File: config.mk
export PLATFORM = sky130hd
export DESIGN_NAME = line_substring_filter_top
export DESIGN_NICKNAME = d
export VERILOG_FILES = /design/src/rtl/lsf_pkg.sv /design/src/rtl/line_substring_filter_top.sv /design/src/rtl/lsf_ram.sv /design/src/rtl/lsf_front.sv /design/src/rtl/lsf_back.sv
export SDC_FILE = /design/constraint.sdc
export NUM_CORES = 2
export LEC_CHECK = 0
export ABC_AREA = 0
export BUFFER_PORTS_ARGS = -buffer_cell sky130_fd_sc_hd__buf_4
export CORE_ASPECT_RATIO = 0.5
export CORE_MARGIN = 2
export CORE_UTILIZATION = 55
export DETAILED_ROUTE_END_ITERATION = 16
export GPL_ROUTABILITY_DRIVEN = 0
export PLACE_DENSITY = 0.67
export SYNTH_ARGS = -nofsm -noshare
export SYNTH_HDL_FRONTEND = slang
export SYNTH_SLANG_ARGS = --single-unit
File: constraint.sdc
create_clock -name clk_i -period 40.3 [get_ports clk_i]
set_input_delay 4.03 -clock clk_i [delete_from_list [all_inputs] [get_ports clk_i]]
set_output_delay 4.03 -clock clk_i [all_outputs]
set_load 0.02 [all_outputs]
File: src/rtl/lsf_pkg.sv
// Shared types and constants of the line substring filter.
// Used by lsf_front, lsf_back and line_substring_filter_top; depends on nothing.
`timescale 1ns / 1ps

package lsf_pkg;

  localparam int unsigned BYTE_W    = 8;
  localparam int unsigned INDEX_W   = 7;
  localparam int unsigned PLEN_W    = 7;
  localparam int unsigned OUT_LEN_W = 8;

  localparam logic [BYTE_W-1:0] CHAR_NL  = 8'd10;
  localparam logic [BYTE_W-1:0] CHAR_NUL = 8'd0;

  localparam logic CMD_TEXT = 1'b0;
  localparam logic CMD_LOAD = 1'b1;

  typedef enum logic [1:0] {
    KIND_TEXT = 2'd0,
    KIND_EOL  = 2'd1,
    KIND_LOAD = 2'd2
  } lsf_kind_e;

  // One classified request as it sits in the queue.
  typedef struct packed {
    lsf_kind_e          kind;
    logic [BYTE_W-1:0]  data;
    logic [INDEX_W-1:0] index;
  } lsf_item_t;

  // Control from the back part to the front part.
  typedef struct packed {
    logic pop;
    logic busy;
  } lsf_ctl_t;

endpackage

File: src/rtl/line_substring_filter_top.sv
// Top level of the line substring filter: port packing and the front/back split.
// Depends on lsf_pkg, lsf_front, lsf_back (and lsf_ram below it).
//
// Channel | Direction | Handshake                      | Payload
// --------+-----------+--------------------------------+---------------------------------------
// s_axis  | in        | s_axis_tvalid / s_axis_tready  | tuser: command; tdata: byte, index
// m_axis  | out       | m_axis_tvalid / m_axis_tready  | tdata: line_matched, line_length
// cfg     | in        | cfg_valid_i / cfg_ready_o      | cfg_data_i: pattern_length
//
// Sustained rate is one request per cycle; the text window compare over all PATTERN_MAX
// lanes settles in the cycle a byte leaves the queue. A line end waits only when the
// result register is still full; requests behind it wait in the two-entry queue, and the
// input stalls once that queue is full.
// A pattern_length write starts a rebuild that copies the pattern store into lane order
// through its one read port; requests and further writes are held off meanwhile. Reset
// needs no clearing pass.
`timescale 1ns / 1ps

module line_substring_filter_top #(
  parameter int unsigned PATTERN_MAX = 127,
  parameter int unsigned LINE_MAX    = 255
) (
  input  logic        clk_i,
  input  logic        rst_ni,

  input  logic        s_axis_tvalid,
  output logic        s_axis_tready,
  input  logic [15:0] s_axis_tdata,  // [7:0] data_byte, [14:8] pattern_index, [15] zero
  input  logic [0:0]  s_axis_tuser,  // [0] command

  output logic        m_axis_tvalid,
  input  logic        m_axis_tready,
  output logic [15:0] m_axis_tdata,  // [0] line_matched, [8:1] line_length, [15:9] zero

  input  logic        cfg_valid_i,
  output logic        cfg_ready_o,
  input  logic [6:0]  cfg_data_i      // pattern_length
);

  lsf_pkg::lsf_ctl_t  ctl;
  lsf_pkg::lsf_item_t item;
  logic               item_valid;
  logic               out_matched;
  logic [lsf_pkg::OUT_LEN_W-1:0] out_length;

  // Front: classify each request and park it in the queue; drop loads past the store.
  lsf_front #(
    .PATTERN_MAX(PATTERN_MAX)
  ) u_front (
    .clk_i       (clk_i),
    .rst_ni      (rst_ni),
    .in_valid_i  (s_axis_tvalid),
    .in_ready_o  (s_axis_tready),
    .in_cmd_i    (s_axis_tuser[0]),
    .in_data_i   (s_axis_tdata[7:0]),
    .in_index_i  (s_axis_tdata[14:8]),
    .ctl_i       (ctl),
    .item_valid_o(item_valid),
    .item_o      (item)
  );

  // Back: advance the window, track the line, hold one result for the output side.
  lsf_back #(
    .PATTERN_MAX(PATTERN_MAX),
    .LINE_MAX   (LINE_MAX)
  ) u_back (
    .clk_i        (clk_i),
    .rst_ni       (rst_ni),
    .item_valid_i (item_valid),
    .item_i       (item),
    .ctl_o        (ctl),
    .cfg_valid_i  (cfg_valid_i),
    .cfg_ready_o  (cfg_ready_o),
    .cfg_data_i   (cfg_data_i),
    .out_valid_o  (m_axis_tvalid),
    .out_ready_i  (m_axis_tready),
    .out_matched_o(out_matched),
    .out_length_o (out_length)
  );

  assign m_axis_tdata = {7'b0, out_length, out_matched};

endmodule

File: src/rtl/lsf_ram.sv
// Generic single-write, single-read RAM with registered read data.
// No dependencies.
`timescale 1ns / 1ps

module lsf_ram #(
  parameter int unsigned WIDTH = 8,
  parameter int unsigned DEPTH = 127
) (
  input  logic                                        clk_i,
  input  logic                                        we_i,
  input  logic [((DEPTH > 1) ? $clog2(DEPTH) : 1)-1:0] waddr_i,
  input  logic [WIDTH-1:0]                            wdata_i,
  input  logic                                        re_i,
  input  logic [((DEPTH > 1) ? $clog2(DEPTH) : 1)-1:0] raddr_i,
  output logic [WIDTH-1:0]                            rdata_o
);

  logic [WIDTH-1:0] mem_q [DEPTH];
  logic [WIDTH-1:0] rdata_q;

  always_ff @(posedge clk_i) begin
    if (we_i) begin
      mem_q[waddr_i] <= wdata_i;
    end
    if (re_i) begin
      rdata_q <= mem_q[raddr_i];
    end
  end

  assign rdata_o = rdata_q;

endmodule

File: src/rtl/lsf_front.sv
// Front part: accepts requests, classifies them and holds them in a two-entry queue.
// Depends on lsf_pkg.
`timescale 1ns / 1ps

module lsf_front #(
  parameter int unsigned PATTERN_MAX = 127
) (
  input  logic                        clk_i,
  input  logic                        rst_ni,
  input  logic                        in_valid_i,
  output logic                        in_ready_o,
  input  logic                        in_cmd_i,
  input  logic [lsf_pkg::BYTE_W-1:0]  in_data_i,
  input  logic [lsf_pkg::INDEX_W-1:0] in_index_i,
  input  lsf_pkg::lsf_ctl_t           ctl_i,
  output logic                        item_valid_o,
  output lsf_pkg::lsf_item_t          item_o
);

  localparam int unsigned CW = (lsf_pkg::INDEX_W > 8) ? lsf_pkg::INDEX_W : 8;

  lsf_pkg::lsf_item_t cls_item;
  logic               cls_keep;
  logic               push;

  lsf_pkg::lsf_item_t ent_q [2];
  logic [1:0]         fill_q, fill_d;
  logic               wr_ptr_q, wr_ptr_d;
  logic               rd_ptr_q, rd_ptr_d;

  // Classify: drop loads beyond the store, split text into bytes and line ends.
  always_comb begin
    cls_item.data  = in_data_i;
    cls_item.index = in_index_i;
    cls_keep       = 1'b1;
    if (in_cmd_i == lsf_pkg::CMD_LOAD) begin
      cls_item.kind = lsf_pkg::KIND_LOAD;
      cls_keep      = CW'(in_index_i) < CW'(PATTERN_MAX);
    end else if (in_data_i == lsf_pkg::CHAR_NL || in_data_i == lsf_pkg::CHAR_NUL) begin
      cls_item.kind = lsf_pkg::KIND_EOL;
    end else begin
      cls_item.kind = lsf_pkg::KIND_TEXT;
    end
  end

  assign in_ready_o = (fill_q != 2'd2) && !ctl_i.busy;
  assign push       = in_valid_i && in_ready_o && cls_keep;

  always_comb begin
    wr_ptr_d = push ? ~wr_ptr_q : wr_ptr_q;
    rd_ptr_d = ctl_i.pop ? ~rd_ptr_q : rd_ptr_q;
    case ({push, ctl_i.pop})
      2'b10:   fill_d = fill_q + 2'd1;
      2'b01:   fill_d = fill_q - 2'd1;
      default: fill_d = fill_q;
    endcase
  end

  always_ff @(posedge clk_i or negedge rst_ni) begin
    if (!rst_ni) begin
      fill_q   <= 2'd0;
      wr_ptr_q <= 1'b0;
      rd_ptr_q <= 1'b0;
    end else begin
      fill_q   <= fill_d;
      wr_ptr_q <= wr_ptr_d;
      rd_ptr_q <= rd_ptr_d;
    end
  end

  always_ff @(posedge clk_i) begin
    if (push) begin
      ent_q[wr_ptr_q] <= cls_item;
    end
  end

  assign item_valid_o = fill_q != 2'd0;
  assign item_o       = ent_q[rd_ptr_q];

endmodule

File: src/rtl/lsf_back.sv
// Back part: pattern store, aligned pattern copy, text window, line state and result register.
// Depends on lsf_pkg and lsf_ram.
`timescale 1ns / 1ps

module lsf_back #(
  parameter int unsigned PATTERN_MAX = 127,
  parameter int unsigned LINE_MAX    = 255
) (
  input  logic                          clk_i,
  input  logic                          rst_ni,
  input  logic                          item_valid_i,
  input  lsf_pkg::lsf_item_t            item_i,
  output lsf_pkg::lsf_ctl_t             ctl_o,
  input  logic                          cfg_valid_i,
  output logic                          cfg_ready_o,
  input  logic [lsf_pkg::PLEN_W-1:0]    cfg_data_i,
  output logic                          out_valid_o,
  input  logic                          out_ready_i,
  output logic                          out_matched_o,
  output logic [lsf_pkg::OUT_LEN_W-1:0] out_length_o
);

  localparam int unsigned PLW = $clog2(PATTERN_MAX + 1);
  localparam int unsigned KW  = $clog2(LINE_MAX + 1);
  localparam int unsigned AW  = (PATTERN_MAX > 1) ? $clog2(PATTERN_MAX) : 1;
  localparam int unsigned EW  = (PLW > lsf_pkg::PLEN_W) ? PLW : lsf_pkg::PLEN_W;
  localparam int unsigned CW  = (KW > PLW) ? KW : PLW;

  logic [lsf_pkg::PLEN_W-1:0] plen_q, plen_d;
  logic [PLW-1:0]             plen_eff;
  logic                       busy_q, busy_d;
  logic [PLW-1:0]             sweep_cnt_q, sweep_cnt_d;
  logic                       rd_valid_q, rd_valid_d;
  logic [PLW-1:0]             rd_lane_q, rd_lane_d;
  logic                       rd_issue;
  logic [AW-1:0]              rd_addr;
  logic [lsf_pkg::BYTE_W-1:0] rd_data;

  logic [KW-1:0]              kept_q, kept_d, kept_next;
  logic                       found_q, found_d;
  logic                       out_valid_q, out_valid_d;
  logic                       out_matched_q;
  logic [lsf_pkg::OUT_LEN_W-1:0] out_len_q;

  logic [lsf_pkg::BYTE_W-1:0] win_q  [PATTERN_MAX];
  logic [lsf_pkg::BYTE_W-1:0] apat_q [PATTERN_MAX];
  logic [lsf_pkg::BYTE_W-1:0] win_next [PATTERN_MAX];
  logic [PATTERN_MAX-1:0]     lane_ok;

  logic cfg_fire, out_free, pop, is_text, is_eol, is_load;
  logic text_keep, load_hit, window_hit, line_hit;
  logic [EW-1:0] load_lane;

  assign plen_eff = (EW'(plen_q) > EW'(PATTERN_MAX)) ? PLW'(PATTERN_MAX) : PLW'(plen_q);

  assign cfg_ready_o = !busy_q;
  assign cfg_fire    = cfg_valid_i && cfg_ready_o;

  assign out_free = !out_valid_q || out_ready_i;
  assign is_text  = item_i.kind == lsf_pkg::KIND_TEXT;
  assign is_eol   = item_i.kind == lsf_pkg::KIND_EOL;
  assign is_load  = item_i.kind == lsf_pkg::KIND_LOAD;
  assign pop      = item_valid_i && !busy_q && (!is_eol || out_free);

  assign ctl_o.pop  = pop;
  assign ctl_o.busy = busy_q;

  assign text_keep = pop && is_text && (kept_q != KW'(LINE_MAX));
  assign kept_next = kept_q + KW'(1);
  assign load_hit  = pop && is_load && (EW'(item_i.index) < EW'(plen_eff));
  assign load_lane = EW'(plen_eff) - EW'(1) - EW'(item_i.index);

  // Rebuild sweep: copy the store into lane order, one entry per cycle.
  assign rd_issue = busy_q && (sweep_cnt_q != plen_eff);
  assign rd_addr  = AW'(plen_eff - PLW'(1) - sweep_cnt_q);

  lsf_ram #(
    .WIDTH(lsf_pkg::BYTE_W),
    .DEPTH(PATTERN_MAX)
  ) u_pat_ram (
    .clk_i  (clk_i),
    .we_i   (pop && is_load),
    .waddr_i(AW'(item_i.index)),
    .wdata_i(item_i.data),
    .re_i   (rd_issue),
    .raddr_i(rd_addr),
    .rdata_o(rd_data)
  );

  // Window compare: lane k holds the k-th newest byte against its aligned pattern byte.
  always_comb begin
    for (int k = 0; k < PATTERN_MAX; k++) begin
      win_next[k] = (k == 0) ? item_i.data : win_q[(k == 0) ? 0 : k - 1];
      lane_ok[k]  = (EW'(k) >= EW'(plen_eff)) || (win_next[k] == apat_q[k]);
    end
  end

  assign window_hit = (plen_eff != '0) && (CW'(kept_next) >= CW'(plen_eff)) && (&lane_ok);
  assign line_hit   = found_q || ((plen_eff == '0) && (kept_q != '0));

  always_comb begin
    plen_d      = plen_q;
    busy_d      = busy_q;
    sweep_cnt_d = sweep_cnt_q;
    rd_valid_d  = rd_issue;
    rd_lane_d   = sweep_cnt_q;
    kept_d      = kept_q;
    found_d     = found_q;
    out_valid_d = out_valid_q && !out_ready_i;

    if (cfg_fire) begin
      plen_d      = cfg_data_i;
      busy_d      = 1'b1;
      sweep_cnt_d = '0;
    end else if (busy_q) begin
      if (rd_issue) begin
        sweep_cnt_d = sweep_cnt_q + PLW'(1);
      end else if (!rd_valid_q) begin
        busy_d = 1'b0;
      end
    end

    if (text_keep) begin
      kept_d = kept_next;
      if (window_hit) begin
        found_d = 1'b1;
      end
    end
    if (pop && is_eol) begin
      out_valid_d = 1'b1;
      kept_d      = '0;
      found_d     = 1'b0;
    end
  end

  always_ff @(posedge clk_i or negedge rst_ni) begin
    if (!rst_ni) begin
      plen_q      <= '0;
      busy_q      <= 1'b0;
      sweep_cnt_q <= '0;
      rd_valid_q  <= 1'b0;
      kept_q      <= '0;
      found_q     <= 1'b0;
      out_valid_q <= 1'b0;
    end else begin
      plen_q      <= plen_d;
      busy_q      <= busy_d;
      sweep_cnt_q <= sweep_cnt_d;
      rd_valid_q  <= rd_valid_d;
      kept_q      <= kept_d;
      found_q     <= found_d;
      out_valid_q <= out_valid_d;
    end
  end

  always_ff @(posedge clk_i) begin
    rd_lane_q <= rd_lane_d;
    if (pop && is_eol) begin
      out_matched_q <= line_hit;
      out_len_q     <= lsf_pkg::OUT_LEN_W'(kept_q);
    end
    if (text_keep) begin
      for (int k = 0; k < PATTERN_MAX; k++) begin
        win_q[k] <= win_next[k];
      end
    end
    for (int k = 0; k < PATTERN_MAX; k++) begin
      if (rd_valid_q && (rd_lane_q == PLW'(k))) begin
        apat_q[k] <= rd_data;
      end else if (load_hit && (load_lane == EW'(k))) begin
        apat_q[k] <= item_i.data;
      end
    end
  end

  assign out_valid_o   = out_valid_q;
  assign out_matched_o = out_matched_q;
  assign out_length_o  = out_len_q;

  a_no_pop_in_sweep : assert property (@(posedge clk_i) disable iff (!rst_ni)
    busy_q |-> !pop) else $error("request taken during pattern rebuild");

  a_kept_bound : assert property (@(posedge clk_i) disable iff (!rst_ni)
    kept_q <= KW'(LINE_MAX)) else $error("kept count beyond line limit");

  a_found_nonempty : assert property (@(posedge clk_i) disable iff (!rst_ni)
    found_q |-> (kept_q != '0)) else $error("match flag set on empty line");

  a_eol_result : assert property (@(posedge clk_i) disable iff (!rst_ni)
    (pop && is_eol) |=> out_valid_q) else $error("line end gave no result");

  a_read_in_sweep : assert property (@(posedge clk_i) disable iff (!rst_ni)
    rd_valid_q |-> busy_q) else $error("store read outside rebuild");

endmodule

After elaboration in Yosys (flattened, before gate mapping)
Memory sizes are Yosys's and may differ from the RTL's. A register that Yosys moved wholly into a read port is not among the register bits. Index checks and enable logic that the tools add are counted.

Register bits after elaboration: 46. Memories kept: 4. Logic and storage cells: 1878. Input port bits: 29. Output and inout port bits: 19. Memory bits (writable): 3082.

$add $sub $neg: 7. Bitwise gates (word level): 129. Magnitude comparators: 131. Mux-type cells: 786. Reduce and logical (&&, ||, !) cells: 421. Eq/ne operators: 387.

Memory list: u_back.apat_q (depth 127, width 8, rd ports 127, clocked after Yosys merged registers in 0, wr ports 127, line lsf_back.sv:46) `logic [lsf_pkg::BYTE_W-1:0] apat_q [PATTERN_MAX];`; u_back.u_pat_ram.mem_q (depth 127, width 8, rd ports 1, clocked after Yosys merged registers in 1, wr ports 1, line lsf_ram.sv:18) `logic [WIDTH-1:0] mem_q [DEPTH];`; u_back.win_q (depth 127, width 8, rd ports 126, clocked after Yosys merged registers in 0, wr ports 127, line lsf_back.sv:45) `logic [lsf_pkg::BYTE_W-1:0] win_q [PATTERN_MAX];`; u_front.ent_q (depth 2, width 17, rd ports 1, clocked after Yosys merged registers in 0, wr ports 1, line lsf_front.sv:26) `lsf_pkg::lsf_item_t ent_q [2];`.

Operator list (number): $mux 8 (129); $eq 8x8->1 (127); $eq 7x7->1 const B (126); $mux 1 (651); $eq 7x6->1 const B (64); $ge 7x7->1 const A (63); $logic_and 1x1->1 (270); $eq 7x5->1 const B (32); $ge 6x7->1 const A (32); $logic_or 1x1->1 (131); $or 1x1->1 (127); $reduce_and 127->1 (1); $eq 7x4->1 const B (16); $ge 5x7->1 const A (16); $eq 7x3->1 const B (8); $ge 4x7->1 const A (8); $eq 7x2->1 const B (4); $ge 3x7->1 const A (4); $mux 7 (4); $logic_not 7->1 (3); $eq 7x1->1 const B (2); $ge 1x7->1 const A (2); $ge 2x7->1 const A (2); $sub 7x7->7 (2); 25 further kinds (37).

Depth between registers and ports, before layout
An unclocked memory read counts as a cell.

Depth after elaboration: 12. Depth in mapped cells: 18. Gate-level depth less buffers: 13.

By module
From an unflattened synthesis, not the netlist that was laid out.

Cells, all modules: 7688. Area, all modules: 133257.8 µm².

Modules (own cells, without submodules): lsf_back (seq. area each 61839.3 µm², cells an instance 5705, instances 1, area each 91935.7 µm²); lsf_ram (seq. area each 30749.5 µm², cells an instance 1896, instances 1, area each 39756.9 µm²); lsf_front (seq. area each 1121.1 µm², cells an instance 78, instances 1, area each 1501.4 µm²); line_substring_filter_top (seq. area each 0.0 µm², cells an instance 9, instances 1, area each 63.8 µm²).

Worst setup path after synthesis
Ideal clock, no wire load.

Kind: flip-flop to flip-flop. Start: register u_front.rd_ptr_q. End: register u_back.found_q. Library setup time: 0.068 ns. Cell stages (with the launch flop): 12. Period minus slack after synthesis: 13.714 ns. Data required time: 40.232 ns. Arrival time: 13.646 ns. Slack: 26.586 ns. Path buffers: 2. Path through: dfrtp_1 buf_2 buf_1 nor3_1 o21ai_0 a31o_2 inv_2 nand4_1 nor4_1 nand4_1 a2111oi_0 a32o_1.

Cells in the longest elaborated chain, start to end: 9. Elaborated cells on any way between the ends: 17. Those cells by class: eq/ne (2); mux (1); reduce/logical (13); memory (1).

RTL lines: start, declared (line lsf_front.sv:29) `logic rd_ptr_q, rd_ptr_d;`; start signal, assigned (line lsf_front.sv:67) `rd_ptr_q <= rd_ptr_d;`; $mem_v2 2x17 *; $eq 2x1->1 (line lsf_back.sv:61) `assign is_eol = item_i.kind == lsf_pkg::KIND_EOL;`; $logic_not 1->1 (line lsf_back.sv:63) `assign pop = item_valid_i && !busy_q && (!is_eol || out_free);`; $logic_or 1x1->1 (line lsf_back.sv:63); $logic_and 1x1->1 (line lsf_back.sv:63); $logic_and 1x1->1 * (2 in series) (line lsf_back.sv:68) `assign text_keep = pop && is_text && (kept_q != KW'(LINE_MAX));`; net u_back.text_keep (line lsf_back.sv:51) `logic text_keep, load_hit, window_hit, line_hit;`; $reduce_bool 2->1 (no source line) *; $reduce_and 2->1 (no source line) *; end signal, assigned (line lsf_back.sv:151) `found_q <= found_d;`; end, declared (line lsf_back.sv:40) `logic found_q, found_d;`.

The timed path passes the listed nets; every way through them passes the cells marked *. A chain may end at the register's enable or synchronous reset.

==> results list <==
* Die area: around 250000 um2
- Data on the critical path is required at its endpoint by 40760 ps.
- The tree built by TritonCTS fans out to 3128 sinks.
* Clock tree from TritonCTS: done
* Pin count of the biggest net entering global routing: 164
- Status: complete, but fails checks
- Endpoint of the worst hold-timing path: u_back.win_q[1][61]$_DFFE_PP_
- Count of port buffers added during placement: 39
- Final Skew: 41.8 ps
* Number of pins exceeding their max-slew limit in the final report: 5
- In the finished design, the share of the clock period the worst path needs comes to 0.168.
- The worst setup path is captured at a register.
- The largest individual stage delay along the critical path comes from the cell sky130_fd_sc_hd__o22ai_1.
- A synthesized cell averages 17.7 um2.
* Pwr per Cell Area: 60.6 nW/um2
- The most used flip-flop cell after synthesis is sky130_fd_sc_hd__edfxtp_1.
- Count of cell types in the netlist: 84
- DRC marker count from the first detailed-route iteration: 9892
- Final critical-path required period: 6750 ps
- At the worst endpoint, the arrival time is 7210 ps.
* Root buf cell: sky130_fd_sc_hd__clkbuf_16
- Global-route wire length before repair: 508000 um
- STA classifies the critical path startpoint as a register.
- The startpoint identified for the worst hold timing path is u_back.win_q[1][53]$_DFFE_PP_.
* Worst Max-Slew Pin Slew: between 1500 and 2000 ps
* Worst hold path depth: 0
- The worst setup path is of the register to register kind.
* Highest Clock Rate: around 150 MHz
- Netlist area before placement: between 100000 and 150000 um2
- Initial Util: 0.554
- Number of flip-flops and latches in the synthesized netlist: 3128
- Of the cells placed in the final design, the portion with a size suffix greater than 1 is 0.266.
- Max-cap violations in this run came to 1.
- Fill cells in the final layout number around 17000.
- In this design, the critical path's most frequently occurring cell is sky130_fd_sc_hd__a21o_1.
- Yosys attributes the largest share of cell area to sky130_fd_sc_hd__edfxtp_1 70%, sky130_fd_sc_hd__mux2_2 8.6%, sky130_fd_sc_hd__mux4_2 5.3%, sky130_fd_sc_hd__xor2_1 3.8%, sky130_fd_sc_hd__xnor2_1 3.2%.
* Ordered cell list for the critical path: buf_4, nor2_1, nand2_1, xnor2_1, ha_1, a21o_1, a21o_1, xor2_2, nand3_2, o22ai_1
- Yosys mapped a number of flops with a built-in enable equal to about 3100.
- Gate count after technology mapping: 7528
- Die H: 352 um
* Global Route Usage Sum: 0.288
* Synth top cells by count: 3091 x sky130_fd_sc_hd__edfxtp_1, 1021 x sky130_fd_sc_hd__mux2_2, 573 x sky130_fd_sc_hd__xor2_1
- The final reports fail on capacitance limit, slew limit.
* Synthesis-to-layout area growth: 9.68%
* Post-CTS setup buffer count: 0
- Across the VDD grid, the largest voltage drop is 0.0905 mV.
- The count of nets left with antenna violations once routing finished came out at 0.
- The H-tree was split into 5 levels.
* Sequential fraction of the synthesis area: 0.703
- The number of hold buffers added after CTS was 0.
* Post-synth top area cell: sky130_fd_sc_hd__edfxtp_1
- In this run the critical register-to-register path is captured at u_back.apat_q[0][15]$_DFFE_PP_.
- Using the TritonRoute via totals, the vias-per-cell ratio works out to roughly 6.4.
- After detailed routing, the total wire length is 360000 um.
* Number of cells on the worst reg-to-reg path: 10
- Warnings, synthesis: 0
- In this run the deepest clock path goes through 4 buffers.
- Insertion delay of the later-clocked pin in the worst-skew pair: 860 ps
- Antenna violations before repair: 25
* Leading cell type by number of instances after synthesis: sky130_fd_sc_hd__edfxtp_1
- In this run the core area contains approximately 130 standard-cell rows.
* Largest incremental delay on the critical path: 1160 ps
- Setup violations remaining at the end of the flow were counted as 0.
* Vias in the first global route: ~69000
* Maximum net fanout on the critical path: 30
* Number of failing hold endpoints at the final stage: 0
* Reg2Reg Setup Slack: 33550 ps
- Path category of the worst min-delay check: register to register
- DR vias: 70800
- During I/O placement, the number of pins put on the boundary was 48.
- The total overflow left after global routing is 0.
- Of the post-synthesis cell area, the dominant cell type holds 0.697.
- Average wire per cell in the routed design: ~33 um
- Post-synthesis async set-or-reset flop share: 0.00959
- RSZ-0062 raised after global routing: false
- The number of clock buffers added by TritonCTS is 283.
- Final hold analysis gives a worst-case slack of 452 ps.
* Worst flop-to-flop path startpoint: u_back.plen_q[2]$_DFFE_PN0P_
- The region available for standard cell placement spans 240000 um2.
- From left edge to right edge, the die measures 700 um.
- Standby leakage power: 43.0 nW
- The net count of the finished layout is 7634.
- Half-perimeter wire length after placement: roughly 210000 um
- CTS clock-pin slew for the worst setup and hold paths: 70 ps
- The cell family contributing the most delay on the critical path is simple AND/OR/NAND/NOR gates.
- Post-CTS repair changed the size of 0 cells.
- DR DRC count: 0
* DRT Pass-1 Iters: 11
- In this run the tightest slew margin relative to its limit is -0.0956.
- Setup TNS: 0 ps
* Number of buffers and inverters on the critical path: 1
worst max path at each step:
stage          depth (start not counted)                                    end                         start  slack [ps]
2_1_floorplan                         11             u_back.found_q$_DFFE_PN0P_  u_front.rd_ptr_q$_DFFE_PN0P_       26590
3_3_place_gp                          12  u_back.u_pat_ram.rdata_o[1]$_DFFE_PP_  u_back.plen_q[0]$_DFFE_PN0P_       33710
3_5_place_dp                          12  u_back.u_pat_ram.rdata_o[1]$_DFFE_PP_  u_back.plen_q[0]$_DFFE_PN0P_       33760
4_1_cts                               12  u_back.u_pat_ram.rdata_o[4]$_DFFE_PP_  u_back.plen_q[0]$_DFFE_PN0P_       33710
5_1_grt                               12  u_back.u_pat_ram.rdata_o[1]$_DFFE_PP_  u_back.plen_q[1]$_DFFE_PN0P_       33520
6_report                              10         u_back.apat_q[0][15]$_DFFE_PP_  u_back.plen_q[2]$_DFFE_PN0P_       33550
layout make-up:
class | count | area, um2 | share of cell area
Clock buffer | 356 | 7530 | 0.0515
Tap cell | 3225 | 4040 | 0.0276
Sequential cell | 3128 | 93700 | 0.641
Multi-Input combinational cell | 3930 | 37900 | 0.259
Timing Repair Buffer | 191 | 1540 | 0.0106
Inverter | 35 | 139 | 0.000951
Clock inverter | 137 | 1260 | 0.00862
Antenna cell | 5 | 12.5 | 0.0000856
power breakdown:
group | switching, mW | internal, mW | leakage [nW] | total (mW)
clock | 1.19 | 1.47 | 4.28 | 2.67
combinational | 1.33 | 1.05 | 12.6 | 2.38
sequential | 0.0461 | 3.77 | 26.1 | 3.82
flip-flops by register name (all words and copies together), names as in the netlist, 2 cells and up:
signal / cells
u_back.apat_q: 1016
u_back.u_pat_ram.mem_q: 1016
u_back.win_q: 1008
u_front.ent_q: 34
u_back.kept_q: 8
u_back.out_length_o: 8
u_back.u_pat_ram.rdata_o: 8
u_back.plen_q: 7
u_back.rd_lane_d: 7
u_back.rd_lane_q: 7
u_front.fill_q: 2
layout by cell type (no fill, tap or decap), types with 9 or more instances in the layout:
master | synthesis | layout
sky130_fd_sc_hd__mux4_2 | 312 | 312
sky130_fd_sc_hd__bufinv_16 | 0 | 23
sky130_fd_sc_hd__a22oi_1 | 11 | 11
sky130_fd_sc_hd__or2_2 | 10 | 10
sky130_fd_sc_hd__ha_1 | 34 | 33
sky130_fd_sc_hd__a211oi_1 | 35 | 35
sky130_fd_sc_hd__nand3_1 | 54 | 42
sky130_fd_sc_hd__clkbuf_1 | 350 | 65
sky130_fd_sc_hd__or3_1 | 13 | 13
sky130_fd_sc_hd__clkbuf_16 | 0 | 291
sky130_fd_sc_hd__xnor2_1 | 483 | 480
sky130_fd_sc_hd__o22ai_1 | 132 | 132
sky130_fd_sc_hd__nor2_1 | 341 | 341
sky130_fd_sc_hd__nand2b_1 | 9 | 9
sky130_fd_sc_hd__nor3_2 | 19 | 19
sky130_fd_sc_hd__nor3_4 | 79 | 79
sky130_fd_sc_hd__nand2_1 | 150 | 147
sky130_fd_sc_hd__o21ai_0 | 59 | 56
sky130_fd_sc_hd__buf_12 | 0 | 9
sky130_fd_sc_hd__a21oi_1 | 60 | 60
sky130_fd_sc_hd__mux2_2 | 1021 | 1013
sky130_fd_sc_hd__nand4_1 | 127 | 127
sky130_fd_sc_hd__inv_6 | 0 | 9
sky130_fd_sc_hd__buf_4 | 19 | 180
sky130_fd_sc_hd__xor2_1 | 573 | 573
sky130_fd_sc_hd__mux2i_1 | 31 | 31
sky130_fd_sc_hd__clkinv_2 | 0 | 43
sky130_fd_sc_hd__inv_1 | 32 | 32
sky130_fd_sc_hd__nand3_2 | 11 | 23
sky130_fd_sc_hd__dfrtp_1 | 30 | 29
sky130_fd_sc_hd__o211ai_1 | 9 | 9
sky130_fd_sc_hd__clkinv_1 | 0 | 51
sky130_fd_sc_hd__edfxtp_1 | 3091 | 3091
sky130_fd_sc_hd__nor4_1 | 151 | 148
sky130_fd_sc_hd__nor2b_1 | 24 | 23
sky130_fd_sc_hd__clkinvlp_4 | 0 | 11
sky130_fd_sc_hd__nor3_1 | 24 | 24
sky130_fd_sc_hd__a21o_1 | 17 | 17
per-stage QoR:
step | util | setup slack [ps] | instance area [um2] | std cells | power, mW
after floorplan | - | 26590 | 133000 | 7534 | 5.47
after global placement | 0.571 | 33710 | 137000 | 10500 | 6.20
after detailed placement | 0.571 | 33760 | 137000 | 10500 | 6.24
after CTS | 0.608 | 33710 | 146000 | 11000 | 8.88
after global routing | 0.608 | 33520 | 146000 | 11000 | 9.12
final | 0.608 | 33550 | 146000 | 11000 | 8.86
routing by layer:
metal | part of all wire | track usage | up-vias | wire length [um]
met4 | 0.035 | 0.0863 | 18 | 12500
met1 | 0.41 | 0.415 | 37000 | 147000
met5 | 0.0011 | 0 | - | 394
met2 | 0.45 | 0.437 | 3654 | 162000
met3 | 0.11 | 0.0733 | 715 | 38400
li1 | - | - | 29400 | -
kinds of logic (layout without fill, tap and decap cells):
| family | count (synthesis) | after routing | share of synthesized area |
|---|---|---|---|
| fa+ha+maj | 36 | 36 | 0.00349 |
| compound gates | 411 | 411 | 0.0203 |
| simple gates | 1048 | 1048 | 0.0465 |
| other cells | 1 | 12 | 0.0000282 |
| mux | 1368 | 1368 | 0.142 |
| flops | 3128 | 3128 | 0.703 |
| xor+xnor | 1060 | 1060 | 0.0700 |
| buf+inv | 476 | 719 | 0.0144 |
Power figures use the tool's default switching activity.
